`src/rtl/core/obb_pkg.sv`:
```
`default_nettype none

package obb_pkg;

	// width of one multiplier digit in the shared unit
	localparam int DIGIT_W = 16;

	// one step of the per-axis schedule, in issue order
	typedef enum logic [3:0] {
		OP_TX  = 4'd0,
		OP_TY  = 4'd1,
		OP_RX1 = 4'd2,
		OP_RY1 = 4'd3,
		OP_UX1 = 4'd4,
		OP_UY1 = 4'd5,
		OP_RX2 = 4'd6,
		OP_RY2 = 4'd7,
		OP_UX2 = 4'd8,
		OP_UY2 = 4'd9,
		OP_HX1 = 4'd10,
		OP_HY1 = 4'd11,
		OP_HX2 = 4'd12,
		OP_HY2 = 4'd13
	} op_t;

	typedef enum logic [3:0] {
		S_IDLE  = 4'b0001,
		S_ISSUE = 4'b0010,
		S_WAIT  = 4'b0100,
		S_OUT   = 4'b1000
	} seq_state_t;

	typedef enum logic [2:0] {
		M_IDLE = 3'b001,
		M_MUL  = 3'b010,
		M_ACC  = 3'b100
	} mac_state_t;

endpackage

`default_nettype wire

```
`src/rtl/core/obb_in_if.sv`:
```
`default_nettype none

interface obb_in_if #(
	parameter int COORD_WIDTH    = 32,
	parameter int AXIS_FRAC_BITS = 14
);
	localparam int AXIS_W = AXIS_FRAC_BITS + 2;

	logic                          valid;
	logic                          ready;
	logic                          which_box;
	logic signed [COORD_WIDTH-1:0] center_x;
	logic signed [COORD_WIDTH-1:0] center_y;
	logic        [COORD_WIDTH-2:0] half_width;
	logic        [COORD_WIDTH-2:0] half_height;
	logic signed [AXIS_W-1:0]      right_x;
	logic signed [AXIS_W-1:0]      right_y;
	logic signed [AXIS_W-1:0]      up_x;
	logic signed [AXIS_W-1:0]      up_y;

	modport source (
		output valid, which_box, center_x, center_y, half_width, half_height,
		output right_x, right_y, up_x, up_y,
		input  ready
	);
	modport sink (
		input  valid, which_box, center_x, center_y, half_width, half_height,
		input  right_x, right_y, up_x, up_y,
		output ready
	);
endinterface

`default_nettype wire

```
`src/rtl/core/obb_out_if.sv`:
```
`default_nettype none

interface obb_out_if;
	logic valid;
	logic ready;
	logic overlap;

	modport source (output valid, overlap, input ready);
	modport sink (input valid, overlap, output ready);
endinterface

`default_nettype wire

```
`src/rtl/core/obb_mac.sv`:
```
`default_nettype none

module obb_mac #(
	parameter int OA_W = 33,
	parameter int OB_W = 33
) (
	input  wire logic                     clk,
	input  wire logic                     arst_n,
	input  wire logic                     start,
	input  wire logic                     clear,
	input  wire logic signed [OA_W-1:0]   op_a,
	input  wire logic signed [OB_W-1:0]   op_b,
	output logic                          busy,
	output logic                          done,
	output logic signed [OA_W+((OB_W+obb_pkg::DIGIT_W-1)/obb_pkg::DIGIT_W)*obb_pkg::DIGIT_W+1:0] acc
);
	import obb_pkg::*;

	localparam int ND    = (OB_W + DIGIT_W - 1) / DIGIT_W;
	localparam int BS_W  = ND * DIGIT_W;
	localparam int PW    = OA_W + BS_W;
	localparam int ACC_W = PW + 2;
	localparam int CNT_W = (ND > 1) ? $clog2(ND) : 1;

	mac_state_t              st_q;
	logic [CNT_W-1:0]        cnt_q;
	logic                    done_q;
	logic [OA_W-1:0]         a_q;
	logic [BS_W-1:0]         bsh_q;
	logic                    neg_q;
	logic                    clr_q;
	logic [PW-1:0]           prod_q;
	logic signed [ACC_W-1:0] acc_q;

	logic [OA_W-1:0]         a_mag;
	logic [OB_W-1:0]         b_mag;
	logic [DIGIT_W-1:0]      digit;
	logic [OA_W+DIGIT_W-1:0] pp;
	logic signed [ACC_W-1:0] term;

	// magnitudes and sign of the product
	assign a_mag = op_a[OA_W-1] ? OA_W'(-op_a) : OA_W'(op_a);
	assign b_mag = op_b[OB_W-1] ? OB_W'(-op_b) : OB_W'(op_b);
	assign digit = bsh_q[BS_W-1 -: DIGIT_W];
	assign pp    = a_q * digit;
	assign term  = neg_q ? -ACC_W'(prod_q) : ACC_W'(prod_q);

	// sequence: load, one digit a cycle from the top, then accumulate
	always_ff @(posedge clk or negedge arst_n) begin
		if (!arst_n) begin
			st_q   <= M_IDLE;
			cnt_q  <= '0;
			done_q <= 1'b0;
		end else begin
			done_q <= 1'b0;
			unique case (st_q)
				M_IDLE: begin
					if (start) begin
						st_q  <= M_MUL;
						cnt_q <= '0;
					end
				end
				M_MUL: begin
					if (cnt_q == CNT_W'(ND - 1)) st_q <= M_ACC;
					else cnt_q <= cnt_q + 1'b1;
				end
				M_ACC: begin
					st_q   <= M_IDLE;
					done_q <= 1'b1;
				end
				default: st_q <= M_IDLE;
			endcase
		end
	end

	// operand, product and accumulator registers
	always_ff @(posedge clk) begin
		if (st_q == M_IDLE && start) begin
			a_q    <= a_mag;
			bsh_q  <= BS_W'(b_mag);
			neg_q  <= op_a[OA_W-1] ^ op_b[OB_W-1];
			clr_q  <= clear;
			prod_q <= '0;
		end
		if (st_q == M_MUL) begin
			bsh_q  <= bsh_q << DIGIT_W;
			prod_q <= (prod_q << DIGIT_W) + PW'(pp);
		end
		if (st_q == M_ACC) begin
			acc_q <= (clr_q ? '0 : acc_q) + term;
		end
	end

	assign busy = (st_q != M_IDLE);
	assign done = done_q;
	assign acc  = acc_q;

	a_no_restart: assert property (@(posedge clk) disable iff (!arst_n)
		(st_q != M_IDLE) |-> !start) else $error("start while busy");
	a_done_after_acc: assert property (@(posedge clk) disable iff (!arst_n)
		(st_q == M_ACC) |=> done_q) else $error("missing done");
	a_done_pulse: assert property (@(posedge clk) disable iff (!arst_n)
		done_q |=> !done_q) else $error("done held");

endmodule

`default_nettype wire

```
`src/rtl/core/obb_overlap_test_2d.sv`:
```
`default_nettype none

// Separating axis test for two oriented 2D boxes. Send the first box with
// which_box low: it is stored and gives no result. Send the second box with
// which_box high: it is tested against the stored box and one overlap bit
// comes back (touching boxes overlap). A test runs on one shared
// multiply-accumulate unit that takes a 16-bit digit of its second operand
// per cycle, and each of the four axes takes fourteen multiplications,
// issued one after another. A test stops at the first axis that separates
// the boxes. The input is not ready while a test runs or its result waits.
module obb_overlap_test_2d #(
	parameter int COORD_WIDTH    = 32,
	parameter int AXIS_FRAC_BITS = 14
) (
	input wire logic clk,
	input wire logic arst_n,
	obb_in_if.sink   box,
	obb_out_if.source result
);
	import obb_pkg::*;

	localparam int CW    = COORD_WIDTH;
	localparam int AW    = AXIS_FRAC_BITS + 2;
	localparam int OA_W  = (CW + 1 > AW) ? CW + 1 : AW;
	localparam int OB_W  = 2 * AW + 1;
	localparam int ND    = (OB_W + DIGIT_W - 1) / DIGIT_W;
	localparam int PW    = OA_W + ND * DIGIT_W;
	localparam int ACC_W = PW + 2;
	localparam int CMP_W = ACC_W + AXIS_FRAC_BITS;

	seq_state_t state_q;
	op_t        op_q;
	logic [1:0] ax_q;
	logic       overlap_q;

	// stored box
	logic signed [CW-1:0] s_cx_q, s_cy_q;
	logic        [CW-2:0] s_hx_q, s_hy_q;
	logic signed [AW-1:0] s_rx_q, s_ry_q, s_ux_q, s_uy_q;
	// box under test
	logic signed [CW-1:0] c_cx_q, c_cy_q;
	logic        [CW-2:0] c_hx_q, c_hy_q;
	logic signed [AW-1:0] c_rx_q, c_ry_q, c_ux_q, c_uy_q;
	// per-axis partial results
	logic [ACC_W-1:0]       lhs_q;
	logic signed [OB_W-1:0] d0_q, d1_q, d2_q, d3_q;

	logic signed [CW:0]      tx, ty;
	logic signed [AW-1:0]    lx, ly;
	logic signed [OA_W-1:0]  op_a;
	logic signed [OB_W-1:0]  op_b;
	logic                    mac_start, mac_clear, mac_busy, mac_done;
	logic signed [ACC_W-1:0] mac_acc;
	logic [ACC_W-1:0]        acc_mag;
	logic                    sep;
	logic                    in_acc;

	assign in_acc = box.valid && box.ready;
	assign tx = {c_cx_q[CW-1], c_cx_q} - {s_cx_q[CW-1], s_cx_q};
	assign ty = {c_cy_q[CW-1], c_cy_q} - {s_cy_q[CW-1], s_cy_q};

	// pick the axis under trial
	always_comb begin
		case (ax_q)
			2'd0:    begin lx = s_rx_q; ly = s_ry_q; end
			2'd1:    begin lx = s_ux_q; ly = s_uy_q; end
			2'd2:    begin lx = c_rx_q; ly = c_ry_q; end
			default: begin lx = c_ux_q; ly = c_uy_q; end
		endcase
	end

	// operands of the current step
	always_comb begin
		case (op_q)
			OP_TX:   begin op_a = OA_W'(tx);     op_b = OB_W'(lx); end
			OP_TY:   begin op_a = OA_W'(ty);     op_b = OB_W'(ly); end
			OP_RX1:  begin op_a = OA_W'(s_rx_q); op_b = OB_W'(lx); end
			OP_RY1:  begin op_a = OA_W'(s_ry_q); op_b = OB_W'(ly); end
			OP_UX1:  begin op_a = OA_W'(s_ux_q); op_b = OB_W'(lx); end
			OP_UY1:  begin op_a = OA_W'(s_uy_q); op_b = OB_W'(ly); end
			OP_RX2:  begin op_a = OA_W'(c_rx_q); op_b = OB_W'(lx); end
			OP_RY2:  begin op_a = OA_W'(c_ry_q); op_b = OB_W'(ly); end
			OP_UX2:  begin op_a = OA_W'(c_ux_q); op_b = OB_W'(lx); end
			OP_UY2:  begin op_a = OA_W'(c_uy_q); op_b = OB_W'(ly); end
			OP_HX1:  begin op_a = OA_W'(s_hx_q); op_b = d0_q; end
			OP_HY1:  begin op_a = OA_W'(s_hy_q); op_b = d1_q; end
			OP_HX2:  begin op_a = OA_W'(c_hx_q); op_b = d2_q; end
			OP_HY2:  begin op_a = OA_W'(c_hy_q); op_b = d3_q; end
			default: begin op_a = '0;            op_b = '0; end
		endcase
	end

	assign mac_start = (state_q == S_ISSUE);
	assign mac_clear = op_q inside {OP_TX, OP_RX1, OP_UX1, OP_RX2, OP_UX2, OP_HX1};

	obb_mac #(
		.OA_W (OA_W),
		.OB_W (OB_W)
	) u_mac (
		.clk    (clk),
		.arst_n (arst_n),
		.start  (mac_start),
		.clear  (mac_clear),
		.op_a   (op_a),
		.op_b   (op_b),
		.busy   (mac_busy),
		.done   (mac_done),
		.acc    (mac_acc)
	);

	assign acc_mag = mac_acc[ACC_W-1] ? ACC_W'(-mac_acc) : ACC_W'(mac_acc);
	// separated when the scaled centre distance exceeds the sum of both radii
	assign sep = (CMP_W'(lhs_q) << AXIS_FRAC_BITS) > CMP_W'($unsigned(mac_acc));

	// sequencer
	always_ff @(posedge clk or negedge arst_n) begin
		if (!arst_n) begin
			state_q   <= S_IDLE;
			op_q      <= OP_TX;
			ax_q      <= 2'd0;
			overlap_q <= 1'b0;
		end else begin
			unique case (state_q)
				S_IDLE: begin
					if (in_acc && box.which_box) begin
						state_q <= S_ISSUE;
						op_q    <= OP_TX;
						ax_q    <= 2'd0;
					end
				end
				S_ISSUE: state_q <= S_WAIT;
				S_WAIT: begin
					if (mac_done) begin
						if (op_q == OP_HY2) begin
							if (sep || ax_q == 2'd3) begin
								overlap_q <= !sep;
								state_q   <= S_OUT;
							end else begin
								ax_q    <= ax_q + 2'd1;
								op_q    <= OP_TX;
								state_q <= S_ISSUE;
							end
						end else begin
							op_q    <= op_t'(op_q + 4'd1);
							state_q <= S_ISSUE;
						end
					end
				end
				S_OUT: begin
					if (result.ready) state_q <= S_IDLE;
				end
				default: state_q <= S_IDLE;
			endcase
		end
	end

	// hold the stored box, cleared by reset
	always_ff @(posedge clk or negedge arst_n) begin
		if (!arst_n) begin
			s_cx_q <= '0; s_cy_q <= '0; s_hx_q <= '0; s_hy_q <= '0;
			s_rx_q <= '0; s_ry_q <= '0; s_ux_q <= '0; s_uy_q <= '0;
		end else if (in_acc && !box.which_box) begin
			s_cx_q <= box.center_x;   s_cy_q <= box.center_y;
			s_hx_q <= box.half_width; s_hy_q <= box.half_height;
			s_rx_q <= box.right_x;    s_ry_q <= box.right_y;
			s_ux_q <= box.up_x;       s_uy_q <= box.up_y;
		end
	end

	// capture the box under test and keep partial results
	always_ff @(posedge clk) begin
		if (in_acc && box.which_box) begin
			c_cx_q <= box.center_x;   c_cy_q <= box.center_y;
			c_hx_q <= box.half_width; c_hy_q <= box.half_height;
			c_rx_q <= box.right_x;    c_ry_q <= box.right_y;
			c_ux_q <= box.up_x;       c_uy_q <= box.up_y;
		end
		if (state_q == S_WAIT && mac_done) begin
			case (op_q)
				OP_TY:   lhs_q <= acc_mag;
				OP_RY1:  d0_q  <= OB_W'(acc_mag);
				OP_UY1:  d1_q  <= OB_W'(acc_mag);
				OP_RY2:  d2_q  <= OB_W'(acc_mag);
				OP_UY2:  d3_q  <= OB_W'(acc_mag);
				default: ;
			endcase
		end
	end

	assign box.ready      = (state_q == S_IDLE);
	assign result.valid   = (state_q == S_OUT);
	assign result.overlap = overlap_q;

	a_start_idle: assert property (@(posedge clk) disable iff (!arst_n)
		mac_start |-> !mac_busy) else $error("issue to busy unit");
	a_test_starts: assert property (@(posedge clk) disable iff (!arst_n)
		(in_acc && box.which_box) |=> (state_q == S_ISSUE && op_q == OP_TX))
		else $error("test did not start");
	a_store_no_result: assert property (@(posedge clk) disable iff (!arst_n)
		(in_acc && !box.which_box) |=> !result.valid) else $error("result on store");

endmodule

`default_nettype wire

```
`src/flat_wrapper.sv`:
```
// flat-port wrapper written by rule: the top's interface ports become plain ports
module obb_overlap_test_2d_flat import obb_pkg::*;
#(
	parameter int COORD_WIDTH    = 32,
	parameter int AXIS_FRAC_BITS = 14
)
  (clk, arst_n, box_valid, box_which_box, box_center_x, box_center_y, box_half_width, box_half_height, box_right_x, box_right_y, box_up_x, box_up_y, box_ready, result_valid, result_overlap, result_ready);
  obb_in_if #(.COORD_WIDTH(COORD_WIDTH), .AXIS_FRAC_BITS(AXIS_FRAC_BITS)) box_i ();
  obb_out_if result_i ();
  input wire logic clk;
  input wire logic arst_n;
  input wire logic [$bits(box_i.valid)-1:0] box_valid;
  input wire logic [$bits(box_i.which_box)-1:0] box_which_box;
  input wire logic [$bits(box_i.center_x)-1:0] box_center_x;
  input wire logic [$bits(box_i.center_y)-1:0] box_center_y;
  input wire logic [$bits(box_i.half_width)-1:0] box_half_width;
  input wire logic [$bits(box_i.half_height)-1:0] box_half_height;
  input wire logic [$bits(box_i.right_x)-1:0] box_right_x;
  input wire logic [$bits(box_i.right_y)-1:0] box_right_y;
  input wire logic [$bits(box_i.up_x)-1:0] box_up_x;
  input wire logic [$bits(box_i.up_y)-1:0] box_up_y;
  output wire logic [$bits(box_i.ready)-1:0] box_ready;
  output wire logic [$bits(result_i.valid)-1:0] result_valid;
  output wire logic [$bits(result_i.overlap)-1:0] result_overlap;
  input wire logic [$bits(result_i.ready)-1:0] result_ready;
  assign box_i.valid = box_valid;
  assign box_i.which_box = box_which_box;
  assign box_i.center_x = box_center_x;
  assign box_i.center_y = box_center_y;
  assign box_i.half_width = box_half_width;
  assign box_i.half_height = box_half_height;
  assign box_i.right_x = box_right_x;
  assign box_i.right_y = box_right_y;
  assign box_i.up_x = box_up_x;
  assign box_i.up_y = box_up_y;
  assign box_ready = box_i.ready;
  assign result_valid = result_i.valid;
  assign result_overlap = result_i.overlap;
  assign result_i.ready = result_ready;
  obb_overlap_test_2d #(.COORD_WIDTH(COORD_WIDTH), .AXIS_FRAC_BITS(AXIS_FRAC_BITS)) u_core (.clk(clk), .arst_n(arst_n), .box(box_i), .result(result_i));
endmodule
```
`config.mk`:
```
export PLATFORM = sky130hd
export DESIGN_NAME = obb_overlap_test_2d_flat
export DESIGN_NICKNAME = d
export VERILOG_FILES = /design/src/rtl/core/obb_pkg.sv /design/src/rtl/core/obb_in_if.sv /design/src/rtl/core/obb_out_if.sv /design/src/rtl/core/obb_mac.sv /design/src/rtl/core/obb_overlap_test_2d.sv /design/src/flat_wrapper.sv
export SDC_FILE = /design/constraint.sdc
export NUM_CORES = 2
export LEC_CHECK = 0
export ABC_AREA = 1
export BUFFER_PORTS_ARGS = -buffer_cell sky130_fd_sc_hd__buf_2
export CORE_ASPECT_RATIO = 0.6
export CORE_MARGIN = 2
export CORE_UTILIZATION = 30
export CTS_BUF_LIST = sky130_fd_sc_hd__clkbuf_8
export DETAILED_ROUTE_END_ITERATION = 7
export PLACE_DENSITY = 0.55
export SLEW_MARGIN = 20
export SYNTH_ARGS = -nofsm -noshare
export SYNTH_HDL_FRONTEND = slang
export SYNTH_SLANG_ARGS = --single-unit
```
`constraint.sdc`:
```
create_clock -name clk -period 17 [get_ports clk]
set_clock_uncertainty 0.2 [all_clocks]
set_input_delay 1.7 -clock clk [delete_from_list [all_inputs] [get_ports clk]]
set_output_delay 1.7 -clock clk [all_outputs]
set_load 0.1 [all_outputs]
```
==> impl_metrics.ini <==
[outcome]
outcome = finished clean

[floorplan]
die_area_um2 = 244000
core_um2 = 239000
die_w_um = 637
io_pins = 198
num_rows = 139
chipHeight_um = 384
start_util = 0.302

[timing]
finalHoldViolCount = 0
tightest_slew_ps = 1230
tns_ps = 0
slew_violations = 0
finalCriticalPeriod_ps = 7630
min_period_over_period = 0.449
timing.fmax_mhz = 131
setup_viol = 0
finalWorstSetupSlack_ps = 9370
rsz0062_at_grt = false
relSlewSlack = 0.179

[setup_path]
path_cells = nand2_1, fa_1, fa_1, fa_1, inv_1, fa_1, fa_1, inv_1, fa_1, inv_1, ha_1, nand2_1, nor2_1, inv_1, nor2_1, inv_1, nor2_1, nor2_1, o311ai_0, buf_4, a21oi_1, o21a_1
crit_type = reg -> reg
start_kind = flop
cpMostUsedCell = fa_1
worst-r2r-cell-count = 22
startpoint = u_core.u_mac.a_q[29]
crit_fanout = 16
rrSetupSlack_ps = 9370
critPathTopFamily = adder cells
arrival_ps = 8030
timing.rr.end = u_core.u_mac.prod_q[49]
endpoint = u_core.u_mac.prod_q[49]
cpPeakStageDelay_ps = 1040
crit_path_end_kind = flop
cp_num_cells = 22
cp_slowest_cell = edfxtp_1
cp.required_ps = 17400
r2r-start = u_core.u_mac.a_q[29]
critPathBufInv = 6

[synthesis]
synth_edf_count = 636
syn_avg_cell_area_um2 = 7.90
synth_nets = 10200
ys_warn_count = 0
syn_area_um2 = 72100
synth-seq-area-share = 0.341
async_flop_share = 0.241
ys_types = 64
ys_ff_latch = 859
synthCells = 9127
synth_flop_cell = edfxtp_1

[clocking]
cts_setup_buffers = 0
ctsResizeCount = 0
hold_buffers = 0
cts_tree = done
h-tree-depth = 4
clk_path_buf_depth = 4
clkLatencyLatePin_ps = 950
clock-sinks = 859
cts_buffers = 153
clockRootBuffer = clkbuf_8
path_clk_slew_ps = 60

[routing]
routed_wl_um = 281000
final_antenna_net_count = 0
wl_per_cell_um = 22.3
drc = 0
dr.first_iter.drc_count = 8328
dr.pass1.iters = 7
num_vias = 64000
avgViaCountPerCell = 5.09

[finish]
stdcell_count = 12600
fin_util = 0.333
area_growth_pct = 10.4
drive_gt1_frac = 0.0706
nNetsFinal = 10300

[global_routing]
grt_max_degree = 96
grt_pass1_vias = 61700
grt_usage = 0.226
grt_first_pass_wirelength_um = 411000
grt_antenna_before_repair = 20
grt-ovfl-total = 0

[placed_design]
io_buffer_count = 197
post-place-ws_ps = 9670
gp_congestion = 0.985
dp_cells = 12300
hpwlAfterDp_um = 221000

[worst_hold_path]
min_path_type = reg -> reg

[job]
drv_cap = 0
[metrics by stage]
| stage | area (µm²) | hold WS [ps] |
|---|---|---|
| 2_1_floorplan | 72100 | 226 |
| 3_3_place_gp | 76600 | 248 |
| 3_5_place_dp | 76600 | 244 |
| 4_1_cts | 79500 | 258 |
| 5_1_grt | 79500 | 274 |
| 6_report | 79500 | 258 |
[registers in the layout (all words and copies together), names as in the netlist, 33 cells and up]
register             count
u_core.d2_q             33
u_core.d1_q             33
u_core.u_mac.acc        83
u_core.d3_q             33
u_core.lhs_q            83
u_core.u_mac.prod_q     81
u_core.u_mac.bsh_q      48
u_core.u_mac.a_q        33
u_core.d0_q             33
[cells in the mapped netlist, drive strengths merged, types with 7 or more instances]
cell type | n | area, µm²
xnor2 | 46 | 403
nand3b | 36 | 270
o22ai | 8 | 50.1
a22o | 31 | 272
edfxtp | 636 | 19100
nand4 | 111 | 694
xor2 | 217 | 1900
buf | 56 | 299
nand3 | 402 | 2030
a21oi | 539 | 2700
a31oi | 61 | 382
o21bai | 20 | 150
dfxtp | 16 | 320
a21boi | 8 | 60.1
o31ai | 7 | 52.6
nor3 | 129 | 692
a21o | 23 | 173
nand2 | 2128 | 8010
nor4 | 63 | 394
o211ai | 48 | 360
fa | 468 | 9370
dfrtp | 205 | 5130
clkbuf | 225 | 845
o21ai | 268 | 1350
and2 | 9 | 57.6
mux2 | 114 | 1280
ha | 361 | 4520
inv | 1798 | 6750
nor2 | 1019 | 3840
o21a | 29 | 218
o221ai | 9 | 78.8
or2 | 10 | 62.6
[worst min-delay path by stage]
stage	from	to	slack, ps	cells past startpoint
floorplan	u_core.u_mac.bsh_q[6]	u_core.u_mac.bsh_q[6]	230	2
global placement	u_core.u_mac.bsh_q[15]	u_core.u_mac.bsh_q[15]	250	2
detailed placement	u_core.u_mac.bsh_q[6]	u_core.u_mac.bsh_q[6]	240	2
CTS	u_core.u_mac.bsh_q[6]	u_core.u_mac.bsh_q[6]	260	2
global route	u_core.u_mac.bsh_q[11]	u_core.u_mac.bsh_q[11]	270	2
finish	u_core.u_mac.bsh_q[15]	u_core.u_mac.bsh_q[15]	260	2
[metal layers]
| layer | vias to the layer above | wire (µm) | global-route usage |
|---|---|---|---|
| met3 | 289 | 37700 | 0.0774 |
| met1 | 31300 | 142000 | 0.372 |
| met5 | - | 87 | 0 |
| met2 | 3219 | 96900 | 0.273 |
| met4 | 12 | 4120 | 0.0358 |
| li1 | 29200 | - | - |
[worst register-to-register path: stages, from the launching register on]
cell and delay (ps):
edfxtp_1 1040, nand2_1 170, fa_1 570, fa_1 460, fa_1 530, inv_1 50, fa_1 490, fa_1 590
inv_1 80, fa_1 540, inv_1 50, ha_1 440, nand2_1 160, nor2_1 400, inv_1 170, nor2_1 260
inv_1 140, nor2_1 230, nor2_1 80, o311ai_0 320, buf_4 220, a21oi_1 60, o21a_1 140
[placed cells by master (no fill, tap or decap), types with 9 or more instances in the layout]
| master | count |
|---|---|
| buf_2 | 196 |
| clkinv_2 | 23 |
| inv_2 | 13 |
| xor2_1 | 217 |
| mux2_2 | 114 |
| o221ai_1 | 9 |
| nor3_1 | 119 |
| nor2_4 | 9 |
| nand3_1 | 396 |
| fa_1 | 468 |
| or2_2 | 9 |
| nor4_1 | 63 |
| a31oi_1 | 61 |
| o21a_1 | 29 |
| a21o_1 | 23 |
| xnor2_1 | 46 |
| a21oi_1 | 539 |
| nor2_1 | 1002 |
| clkbuf_8 | 167 |
| o21bai_1 | 20 |
| inv_1 | 1829 |
| dfrtp_1 | 205 |
| ha_1 | 360 |
| buf_4 | 75 |
| nand3b_1 | 36 |
| clkinv_1 | 17 |
| o211ai_1 | 48 |
| a22o_1 | 31 |
| nand2_1 | 2121 |
| o21ai_0 | 252 |
| dfxtp_1 | 16 |
| edfxtp_1 | 636 |
| nand4_1 | 111 |
| o21ai_1 | 15 |
[cell type report]
cell class	count	area (µm²)
clock inverter	98	583
antenna	4	10.0
multi-input combinational	6188	39700
tap	3172	3970
inverter	1799	6760
fill	25400	159000
clock buffer	167	2300
timing repair buffer	275	1640
sequential	859	24600
[cell families (layout without fill, tap and decap cells)]
| family | Yosys count | count (layout) | synth area share |
|---|---|---|---|
| AND/OR/NAND/NOR | 3914 | 3914 | 0.223 |
| multiplexers | 114 | 114 | 0.0178 |
| flip-flops | 859 | 859 | 0.341 |
| AO/OA/AOI/OAI | 1068 | 1068 | 0.0831 |
| buffers and inverters | 2080 | 2339 | 0.110 |
| other | 0 | 4 | 0 |
| adder cells (fa/ha/maj) | 829 | 829 | 0.193 |
| XOR/XNOR | 263 | 263 | 0.0320 |
Power is left out: the tool's default activity adds up to more than one toggle a clock period on the data nets, which glitch-free logic cannot reach.
